[src/hw/rtl/pcps_pkg.sv]
// ----------------------------------------------------------------------------
// pcps_pkg
// Types and constants shared by the periodic cutoff pair search unit.
// ----------------------------------------------------------------------------
package pcps_pkg;

    localparam int COORD_W  = 32;
    localparam int LEN_W    = 31;
    localparam int CNT_W    = 12;
    localparam int FI_W     = 6;
    localparam int DIFF_W   = 34;
    localparam int RES_CAP  = 63;
    localparam int CFG_AW   = 2;
    localparam int SQ_W     = 62;
    localparam int SUM_W    = 64;
    localparam logic [CNT_W-1:0] CNT_MAX = 12'd4095;

    typedef enum logic [CFG_AW-1:0] {
        CFG_CUTOFF = 2'd0,
        CFG_BOX_X  = 2'd1,
        CFG_BOX_Y  = 2'd2,
        CFG_BOX_Z  = 2'd3
    } t_cfg_idx;

    typedef enum logic [3:0] {
        S_IDLE,
        S_CUT,
        S_CUTW,
        S_RD,
        S_RDW,
        S_START,
        S_DIV,
        S_SQ,
        S_ACC,
        S_CMP,
        S_FLUSH
    } t_state;

    typedef struct packed {
        logic                     start;
        logic signed [DIFF_W-1:0] diff;
        logic [LEN_W-1:0]         len;
    } t_wrap_req;

    typedef struct packed {
        logic                      done;
        logic signed [COORD_W-1:0] delta;
    } t_wrap_rsp;

endpackage

[src/hw/rtl/pcps_wrap.sv]
// ----------------------------------------------------------------------------
// pcps_wrap
// Minimum-image wrap of one displacement: bit-serial remainder by the doubled
// box length, one quotient bit per cycle over 35 bits, then a registered
// result.
// ----------------------------------------------------------------------------
module pcps_wrap (
    input  logic                i_clk,
    input  logic                i_rst_n,
    input  pcps_pkg::t_wrap_req i_req,
    output pcps_pkg::t_wrap_rsp o_rsp
);
    import pcps_pkg::*;

    localparam int NUM_W = DIFF_W + 1;
    localparam int CW    = $clog2(NUM_W + 1);

    logic                    r_busy;
    logic [CW-1:0]           r_cnt;
    logic [NUM_W-1:0]        r_num;
    logic [31:0]             r_rem;
    logic [31:0]             r_l;
    logic                    r_neg;
    logic                    r_done;
    logic signed [COORD_W-1:0] r_delta;

    logic [31:0]             l_in;
    logic signed [NUM_W:0]   s_dd;
    logic signed [NUM_W:0]   s_l;
    logic signed [NUM_W:0]   s_num;
    logic                    neg_in;
    logic [32:0]             t_rem;
    logic [32:0]             l2;
    logic [31:0]             n_rem;
    logic signed [33:0]      w;

    always_comb begin
        l_in   = (i_req.len == '0) ? 32'd1 : {1'b0, i_req.len};
        s_dd   = (NUM_W+1)'(signed'({i_req.diff, 1'b0}));
        s_l    = signed'((NUM_W+1)'(l_in));
        neg_in = s_dd < -s_l;
        s_num  = neg_in ? (-s_l - s_dd) : (s_dd + s_l);
        l2     = {r_l, 1'b0};
        t_rem  = {r_rem, r_num[NUM_W-1]};
        n_rem  = (t_rem >= l2) ? 32'(t_rem - l2) : t_rem[31:0];
        w      = r_neg ? (signed'({2'b0, r_l}) - signed'({2'b0, n_rem}))
                       : (signed'({2'b0, n_rem}) - signed'({2'b0, r_l}));
    end

    always_ff @(posedge i_clk) begin
        if (!i_rst_n) begin
            r_busy <= 1'b0;
            r_done <= 1'b0;
        end else begin
            r_done <= 1'b0;
            if (i_req.start) begin
                r_busy <= 1'b1;
                r_cnt  <= CW'(NUM_W);
                r_num  <= NUM_W'(s_num);
                r_rem  <= '0;
                r_l    <= l_in;
                r_neg  <= neg_in;
            end else if (r_busy) begin
                r_rem <= n_rem;
                r_num <= {r_num[NUM_W-2:0], 1'b0};
                r_cnt <= r_cnt - 1'b1;
                if (r_cnt == CW'(1)) begin
                    r_busy  <= 1'b0;
                    r_done  <= 1'b1;
                    r_delta <= COORD_W'(w >>> 1);
                end
            end
        end
    end

    assign o_rsp.done  = r_done;
    assign o_rsp.delta = r_delta;
endmodule

[config.mk]
export PLATFORM = sky130hd
export DESIGN_NAME = pcps_wrap
export DESIGN_NICKNAME = d
export VERILOG_FILES = /design/src/hw/rtl/pcps_pkg.sv /design/src/hw/rtl/pcps_wrap.sv
export SDC_FILE = /design/constraint.sdc
export NUM_CORES = 1
export LEC_CHECK = 0
export BUFFER_PORTS_ARGS = -buffer_cell sky130_fd_sc_hd__buf_2
export CAP_MARGIN = 20
export CORE_UTILIZATION = 40
export CTS_BUF_LIST = sky130_fd_sc_hd__clkbuf_4 sky130_fd_sc_hd__clkbuf_8
export DETAILED_ROUTE_END_ITERATION = 10
export PLACE_DENSITY = 0.68
export SLEW_MARGIN = 20
export SYNTH_ARGS = -nofsm -noshare
export SYNTH_HDL_FRONTEND = slang
export SYNTH_SLANG_ARGS = --single-unit
[constraint.sdc]
create_clock -name i_clk -period 5.9 [get_ports i_clk]
set_clock_uncertainty 0.1 [all_clocks]
set_input_delay 0.885 -clock i_clk [delete_from_list [all_inputs] [get_ports i_clk]]
set_output_delay 0.885 -clock i_clk [all_outputs]
set_load 0.1 [all_outputs]
==> results summary, run 1 <==
The largest net degree at the start of global routing is 68. The count of endpoints failing hold in the final timing report came to 0. Of the cells placed in the final design, the portion with a size suffix greater than 1 is 0.155. The post-route minimum period is 5.66 ns. The number of port buffers is 100.

The largest fanout on the critical path is 7. The final setup violation count is 0. The initial antenna violation count is 0. The leftover overflow at the end of global routing came out at 0. The register area share after synthesis came out at 0.265. TritonCTS built the clock tree. The number of routed nets with antenna violations came out at 0. Yosys printed 0 warnings. The die width is 200 µm. Relative to the synthesized area, the layout overhead comes to 14.3%.

STA puts the critical path data required time at 6.02 ns. The initial standard-cell utilization of the core came out at 0.405. The final-report max-slew violation count is 0. The clock latency on the worst-skew pair is 0.50 ns. The region available for standard cell placement spans 38600 µm². The total clock buffers created by CTS is 17.

The first-pass iteration count of the detailed router came out at 7. The maximum buffer depth of the clock tree is 2. The antenna diode count is 0. The distinct cell type count of the synthesized netlist is 89. The clock drives 139 sinks. The top achievable clock speed is 177 MHz. Synthesis handed over a netlist of 1913 instances. The root buffer cell chosen for the clock tree is sky130_fd_sc_hd__clkbuf_8. The initialized floorplan defines 72 standard-cell rows. 101 I/O pins were placed.

The data arrival time at the worst-slack endpoint is 5.78 ns. The part of the cycle the worst path needs is 0.960. After clock tree synthesis, the clock-pin slew on the worst setup and hold paths is 0.10 ns. The routed via count divided by cell count is 5.58.

The min-delay analysis places its worst path in the category register to register. The flop and latch count out of synthesis came out at 139. The worst setup path is captured at a register. The area of placed instances is 17500 µm². The floorplan step defined a die boundary enclosing 39900 µm². The final net count is 2335.

The setup path with the least slack is of type register to register. Headroom to the max-slew limit came out at 0.449. The total leakage power came out at 8.13 nW.

The area of all placed cells without fillers came out at 17900 µm². The cell area after synthesis is 15600 µm². At the pin with the least slew margin, the transition time is 0.821 ns. The count of vias placed by the detailed router came out at 14500. The number of DRC violations after detailed routing came out at 0. The average footprint of a synthesized cell is 8.18 µm². The total of fill cells in the finished design is 3877. The sum of net half-perimeters after detailed placement is 37400 µm. The async set-reset flop share out of synthesis is 0.

The routability congestion estimate came out at 0.972. In this run the power density over the cells is 271 nW/µm². The number of synthesized flops with an enable pin came out at 137.

In the global route stage, overall resource usage came out at 0.232. STA classifies the critical path startpoint as a register. The number of global-route vias before repair was 13800.

The final routed wirelength across all metal layers is 46000 µm. The first global-routing pass estimated 71900 µm of wire. Dividing the detail-routed wire length by the instance count gives 17.7 µm. The number of H-tree branching levels is 4. The run finished with clean final reports.

Setup repair after global routing left no endpoint under its margin. The floorplan die height is 200 µm. The total negative slack came out at 0 ns. Among all flip-flop cells after synthesis, the most frequent one is sky130_fd_sc_hd__edfxtp_1. VDD sags by at most 0.165 mV. Max-cap violations in this run came to 0.

The detailed router's first-iteration violation count came out at 1167.
cells in the final DEF, fill, tap and decap left out, drive strengths merged, types with 22 or more instances in the layout:
cell type,count
o21a,29
nand4,32
nand3,42
a21oi,204
edfxtp,137
o21bai,27
xnor2,69
nand2,137
a31oi,22
mux2i,24
xor2,58
nor3,36
a21o,81
inv,185
nor2,184
o21ai,89
buf,236
o31ai,22
ha,190
final cells by class:
cell class / count / area [µm²] / area share
well taps: 518 / 648 / 0.0362
clock buffers: 17 / 234 / 0.0131
flip-flops and latches: 139 / 4150 / 0.232
repair buffers: 236 / 1560 / 0.0872
inverters: 179 / 672 / 0.0376
multi-input cells: 1500 / 10500 / 0.587
clock inverters: 15 / 128 / 0.00713
report_power, final:
group	leakage (nW)	total, mW	internal (mW)	switching [mW]
sequential	1.30	1.27	1.23	0.0404
clock	0.183	0.766	0.304	0.462
combinational	6.64	2.82	1.18	1.64
repair_timing:
item,4_1_cts,5_1_grt
endpoints found under the setup margin,0,11
gates resized for setup,0,16
buffers inserted,0,1
hold buffers,0,0
final timing paths:
path                            startpoint     endpoint  slack (ns)  cells after the start
worst min register to register      r_busy       r_done        0.41                      2
worst min-delay path                r_busy       r_done        0.41                      2
worst max-delay path               r_l[17]  r_delta[28]        0.24                     20
worst max register to register     r_l[17]  r_delta[28]        0.24                     20
worst max-delay path: stages (launching register included):
cell                        delay [ns]
sky130_fd_sc_hd__edfxtp_1         0.46
sky130_fd_sc_hd__inv_1            0.12
sky130_fd_sc_hd__ha_1             0.42
sky130_fd_sc_hd__and4_1           0.29
sky130_fd_sc_hd__nand3_1          0.08
sky130_fd_sc_hd__nand4bb_1        0.26
sky130_fd_sc_hd__nand3_1          0.28
sky130_fd_sc_hd__mux2_2           0.39
sky130_fd_sc_hd__or3_4            0.39
sky130_fd_sc_hd__inv_1            0.10
sky130_fd_sc_hd__ha_1             0.25
sky130_fd_sc_hd__a2111oi_0        0.42
sky130_fd_sc_hd__buf_4            0.19
sky130_fd_sc_hd__nor3_1           0.07
sky130_fd_sc_hd__nor4b_2          0.40
sky130_fd_sc_hd__o31ai_2          0.15
sky130_fd_sc_hd__a21boi_1         0.20
sky130_fd_sc_hd__nor2_1           0.09
sky130_fd_sc_hd__o311ai_0         0.32
sky130_fd_sc_hd__o31ai_1          0.20
sky130_fd_sc_hd__xor2_1           0.18
through the flow:
stage | cells | worst slack (ns) | power, mW | utilization | hold slack, ns
detailed placement | 2571 | 0.0506 | 4.03 | 0.452 | 0.401
CTS | 2603 | 0.158 | 4.81 | 0.462 | 0.417
finish | 2604 | 0.238 | 4.85 | 0.463 | 0.414
global route | 2604 | 0.00548 | 5.18 | 0.463 | 0.460
floorplan | 1916 | 0.473 | 3.14 | - | 0.339
global placement | 2571 | 0.123 | 3.99 | 0.452 | 0.388
cell families (layout without fill, tap and decap cells):
| kind of cell | after synthesis | count (layout) | synth area share |
|---|---|---|---|
| AO/OA/AOI/OAI | 586 | 586 | 0.245 |
| AND/OR/NAND/NOR | 560 | 560 | 0.174 |
| buffers and inverters | 277 | 447 | 0.0684 |
| adder cells (fa/ha/maj) | 194 | 194 | 0.157 |
| flip-flops | 139 | 139 | 0.265 |
| XOR/XNOR | 127 | 127 | 0.0711 |
| multiplexers | 28 | 28 | 0.0182 |
| other | 2 | 5 | 0.000480 |
synthesized netlist by cell type, drive strengths merged (11+ instances only):
| cell | n | share of area |
|---|---|---|
| nor2b | 18 | 0.0072 |
| mux2i | 24 | 0.015 |
| or2 | 11 | 0.0044 |
| a31oi | 22 | 0.0096 |
| and2 | 12 | 0.0048 |
| nand2 | 137 | 0.033 |
| o21a | 29 | 0.014 |
| inv | 177 | 0.042 |
| ha | 190 | 0.15 |
| a21oi | 204 | 0.066 |
| edfxtp | 137 | 0.26 |
| buf | 17 | 0.0060 |
| nand3 | 42 | 0.013 |
| a211oi | 18 | 0.0086 |
| or3 | 18 | 0.0075 |
| o21bai | 27 | 0.014 |
| nand2b | 14 | 0.0056 |
| o21ai | 89 | 0.028 |
| xnor2 | 69 | 0.039 |
| a21o | 81 | 0.039 |
| clkbuf | 81 | 0.019 |
| o31ai | 22 | 0.011 |
| nand4 | 32 | 0.013 |
| xor2 | 58 | 0.032 |
| nor2 | 184 | 0.045 |
| and3 | 16 | 0.0064 |
| nor3 | 36 | 0.013 |
| o211ai | 18 | 0.0090 |
per-layer routing:
metal	up-vias	routed length (µm)	track usage
li1	7183	-	-
met1	6838	21300	0.312
met2	456	20700	0.375
met3	66	2730	0.0390
met4	0	1230	0.0783
met5	-	0	0
registers in the layout, indices dropped and copies added, names as in the netlist:
name	cells
r_delta	32
r_busy	1
r_rem	32
r_neg	1
r_l	31
r_cnt	6
r_num	35
r_done	1
(Power assumes the default switching activity.)
==> run 2, diff against run 1 <==
MAX_ROUTING_LAYER = met4   (was not set)
==> run 2 against run 1 <==
The run now ends with DRC left; global-route usage rose by 0.65 points; clock power increased by 21%; sequential share of layout area decreased by 0.23 points; routed wire length up 1.1%; die area did not move; sequential power barely moved; via count rose by 1.1%; critical path depth up 5; count of clock-buffer cells in the layout increased by 1; largest cell class unchanged.
==> results summary, run 2 (same netlist as run 1, synthesis figures left out) <==
Run status: finished with violations (was finished clean). The checks that failed: DRC. The source of the worst register-to-register timing path is r_rem[0] (was r_l[17]). The part of the cycle the worst path needs was 0.969 (was 0.960). The number of clock sinks came out at 139 (unchanged). The initial standard-cell utilization of the core is 0.405 (unchanged). The end of the worst register-to-register path is r_delta[29] (was r_delta[28]). The kind of end point of the critical path was a register (unchanged). The number of max-cap violations came out at 0 (unchanged).

The area of all placed cells without fillers is 18100 µm² (was 17900 µm²). The routed via count divided by cell count came out at 5.63 (was 5.58). The final setup violation count is 0 (unchanged). The total negative slack came out at 0 ns (unchanged). The first-pass iteration count of the detailed router is 9 (was 7). The final routed wirelength across all metal layers came to 46500 µm (was 46000 µm).

The count of vias placed by the detailed router is 14700 (was 14500). The number of global-route vias before repair is 13800 (about the same). The antenna diode count came out at 0 (unchanged).

The transition at the pin with the smallest max-transition slack is 0.828 ns (was 0.821 ns). The post-route total power is 5.04 mW (was 4.85 mW). Setup repair after global routing missed its margin: true (was false). The data arrival time at the worst-slack endpoint is 5.86 ns (was 5.78 ns). The number of buffers inserted by hold repair at cts came out at 0 (unchanged). The number of buffer and inverter stages on the critical path came out at 2 (was 3).

The flip-flop count of the largest register, all copies and words added came out at 35 (unchanged). The routability congestion estimate is 0.977 (was 0.972). The clock latency on the worst-skew pair came out at 0.50 ns (about the same). The row count came out at 72 (unchanged). The clock slew seen by the registers of the worst setup and hold paths came to 0.10 ns (about the same). The post-placement worst setup slack is -0.0800 ns (was 0.0506 ns). The full die area is 39900 µm² (unchanged). The wire length of the first global-routing pass came to 72000 µm (was 71900 µm). The maximum single-stage delay on the critical path came out at 0.42 ns (was 0.46 ns). The final routed wire length divided by cell count is 17.8 µm (was 17.7 µm). The cell with the largest stage delay on the worst path is sky130_fd_sc_hd__edfxtp_1 (unchanged).

The family with the most delay on the worst path is compound AO/OA/AOI/OAI gates (was simple AND/OR/NAND/NOR gates). The final net count is 2345 (was 2335). The setup slack of the critical path after layout is 0.184 ns (was 0.238 ns). The required time of the critical path is 6.04 ns (was 6.02 ns). The most numerous cell type found on the critical path is sky130_fd_sc_hd__a21o_1.

The sum of net half-perimeters after detailed placement came to 37700 µm (was 37400 µm). The relative area change from synthesis to final layout came out at 15.5% (was 14.3%). The number of DRC violations after detailed routing is 1 (was 0). The area of placed instances is 17500 µm² (about the same). The post-route minimum period is 5.72 ns (was 5.66 ns). The setup slack of the most critical reg-to-reg path came out at 0.18 ns (was 0.24 ns). The aggregate global-route resource usage came out at 0.238 (was 0.232). The largest net degree at the start of global routing came to 75 (was 68). Commonest cells after routing, fill and taps aside: 199 x sky130_fd_sc_hd__a21oi_1, 189 x sky130_fd_sc_hd__ha_1, 182 x sky130_fd_sc_hd__nor2_1, 177 x sky130_fd_sc_hd__inv_1, 142 x sky130_fd_sc_hd__buf_4 (was 198 x sky130_fd_sc_hd__a21oi_1, 189 x sky130_fd_sc_hd__ha_1, 181 x sky130_fd_sc_hd__nor2_1, 177 x sky130_fd_sc_hd__inv_1). The top achievable clock speed came to 175 MHz (was 177 MHz).

The launching element type of the critical path is a register (unchanged). The number of routed nets with antenna violations is 0 (unchanged). The final-report max-slew violation count is 0 (unchanged). The die width was 200 µm (unchanged). The number of cells on the worst reg-to-reg path is 25 (was 20). The worst slew slack as a fraction of its limit came out at 0.444 (was 0.449). Biggest registers after layout: r_num (35), r_delta (32), r_rem (32) (unchanged). The total leakage power was 8.21 nW (was 8.13 nW). The cell at the root of the clock tree was sky130_fd_sc_hd__clkbuf_8 (unchanged). The floorplan die height is 200 µm (unchanged). The worst hold margin came to 0.416 ns (was 0.414 ns).

The number of ports placed on the die boundary came out at 101 (unchanged). The number of logic stages on the critical path including buffering is 25 (was 20). The detailed router's first-iteration violation count was 1339 (was 1167).

The largest vdd supply drop came to 0.171 mV (was 0.165 mV). The power per unit of standard cell area came out at 279 nW/µm² (was 271 nW/µm²). The core area is 38600 µm² (unchanged). The beginning of the critical path is r_rem[0] (was r_l[17]). The maximum buffer depth of the clock tree was 2 (unchanged). The commonest non-fill, non-tap cell in the layout is sky130_fd_sc_hd__a21oi_1 (unchanged). The number of port buffers is 100 (unchanged). The number of H-tree branching levels came out at 4 (unchanged). The classification of the worst-slack hold path is register to register (unchanged).

The TritonCTS clock tree is done (unchanged). The share of post-route cells with drive strength above 1 came out at 0.159 (was 0.155). The path type of the worst setup path is register to register (unchanged). The largest fanout on the critical path is 5 (was 7). The leftover overflow at the end of global routing is 0 (unchanged). The initial antenna violation count was 0 (unchanged). The total clock buffers created by CTS is 17 (unchanged).

The largest register by flop count was r_num (unchanged). The endpoint of the most critical setup path is r_delta[29] (was r_delta[28]). The count of endpoints failing hold in the final timing report came out at 0 (unchanged).
-- run 2: cell types whose count changed in the layout (fill, tap and decap cells not counted), sizes merged --
cell    change
buf        +10
inv         -1
clkbuf      +1
bufinv      +4
clkinv      -4
-- run 2: per-stage QoR --
step / utilization / cells
2_1_floorplan: - / 1916
3_3_place_gp: 0.454 / 2579
3_5_place_dp: 0.454 / 2579
4_1_cts: 0.466 / 2611
5_1_grt: 0.468 / 2614
6_report: 0.468 / 2614
-- run 2: where the power goes --
| part | total, mW | leakage [nW] | switching [mW] | internal (mW) |
|---|---|---|---|---|
| registers | 1.27 | 1.30 | 0.0411 | 1.23 |
| logic | 2.85 | 6.68 | 1.66 | 1.19 |
| clock network | 0.925 | 0.225 | 0.447 | 0.478 |
-- run 2: layout make-up --
cell class                 count  area, µm²
timing repair buffer         246       1650
multi-input combinational   1500      10500
inverter                     179        672
clock inverter                14        209
fill                        3762      20600
sequential                   139       4150
tap                          518        648
clock buffer                  18        241
-- run 2: worst min-delay path by stage --
stage | startpoint | to | slack [ns] | depth (start not counted)
floorplan | r_busy | r_done | 0.34 | 2
global route | r_busy | r_done | 0.46 | 2
detailed placement | r_busy | r_done | 0.40 | 2
global placement | r_busy | r_done | 0.40 | 2
CTS | r_busy | r_done | 0.42 | 2
finish | r_busy | r_done | 0.42 | 2
-- run 2: layer usage --
layer,vias to the layer above,wire length [µm],global-route usage
li1,7209,-,-
met5,-,0,-
met3,46,2240,0.0265
met1,6981,21900,0.313
met2,470,21500,0.387
met4,0,852,0.0647
-- run 2: worst register-to-register path, stage by stage, from the launching register on --
cell and delay (ns):
sky130_fd_sc_hd__edfxtp_1 0.42, sky130_fd_sc_hd__inv_1 0.09, sky130_fd_sc_hd__ha_1 0.17, sky130_fd_sc_hd__inv_1 0.05, sky130_fd_sc_hd__fa_1 0.42, sky130_fd_sc_hd__a211oi_1 0.25
sky130_fd_sc_hd__nor2_1 0.15, sky130_fd_sc_hd__o21ai_0 0.24, sky130_fd_sc_hd__a21boi_1 0.15, sky130_fd_sc_hd__o21a_1 0.23, sky130_fd_sc_hd__o211ai_1 0.20, sky130_fd_sc_hd__a31oi_1 0.15
sky130_fd_sc_hd__a21oi_1 0.23, sky130_fd_sc_hd__mux2i_1 0.28, sky130_fd_sc_hd__nand2_1 0.11, sky130_fd_sc_hd__ha_1 0.31, sky130_fd_sc_hd__a21o_1 0.21, sky130_fd_sc_hd__a21o_1 0.18
sky130_fd_sc_hd__a21o_1 0.21, sky130_fd_sc_hd__a21oi_1 0.17, sky130_fd_sc_hd__o21bai_1 0.08, sky130_fd_sc_hd__a221o_1 0.37, sky130_fd_sc_hd__a221oi_2 0.35, sky130_fd_sc_hd__mux2i_1 0.13
sky130_fd_sc_hd__a41oi_1 0.18, sky130_fd_sc_hd__nand2_1 0.06
-- run 2: timing repair --
| item | CTS | global route |
|---|---|---|
| buffers inserted | 0 | 2 |
| setup endpoints to repair | 0 | 10 |
| gates resized for setup | 0 | 14 |
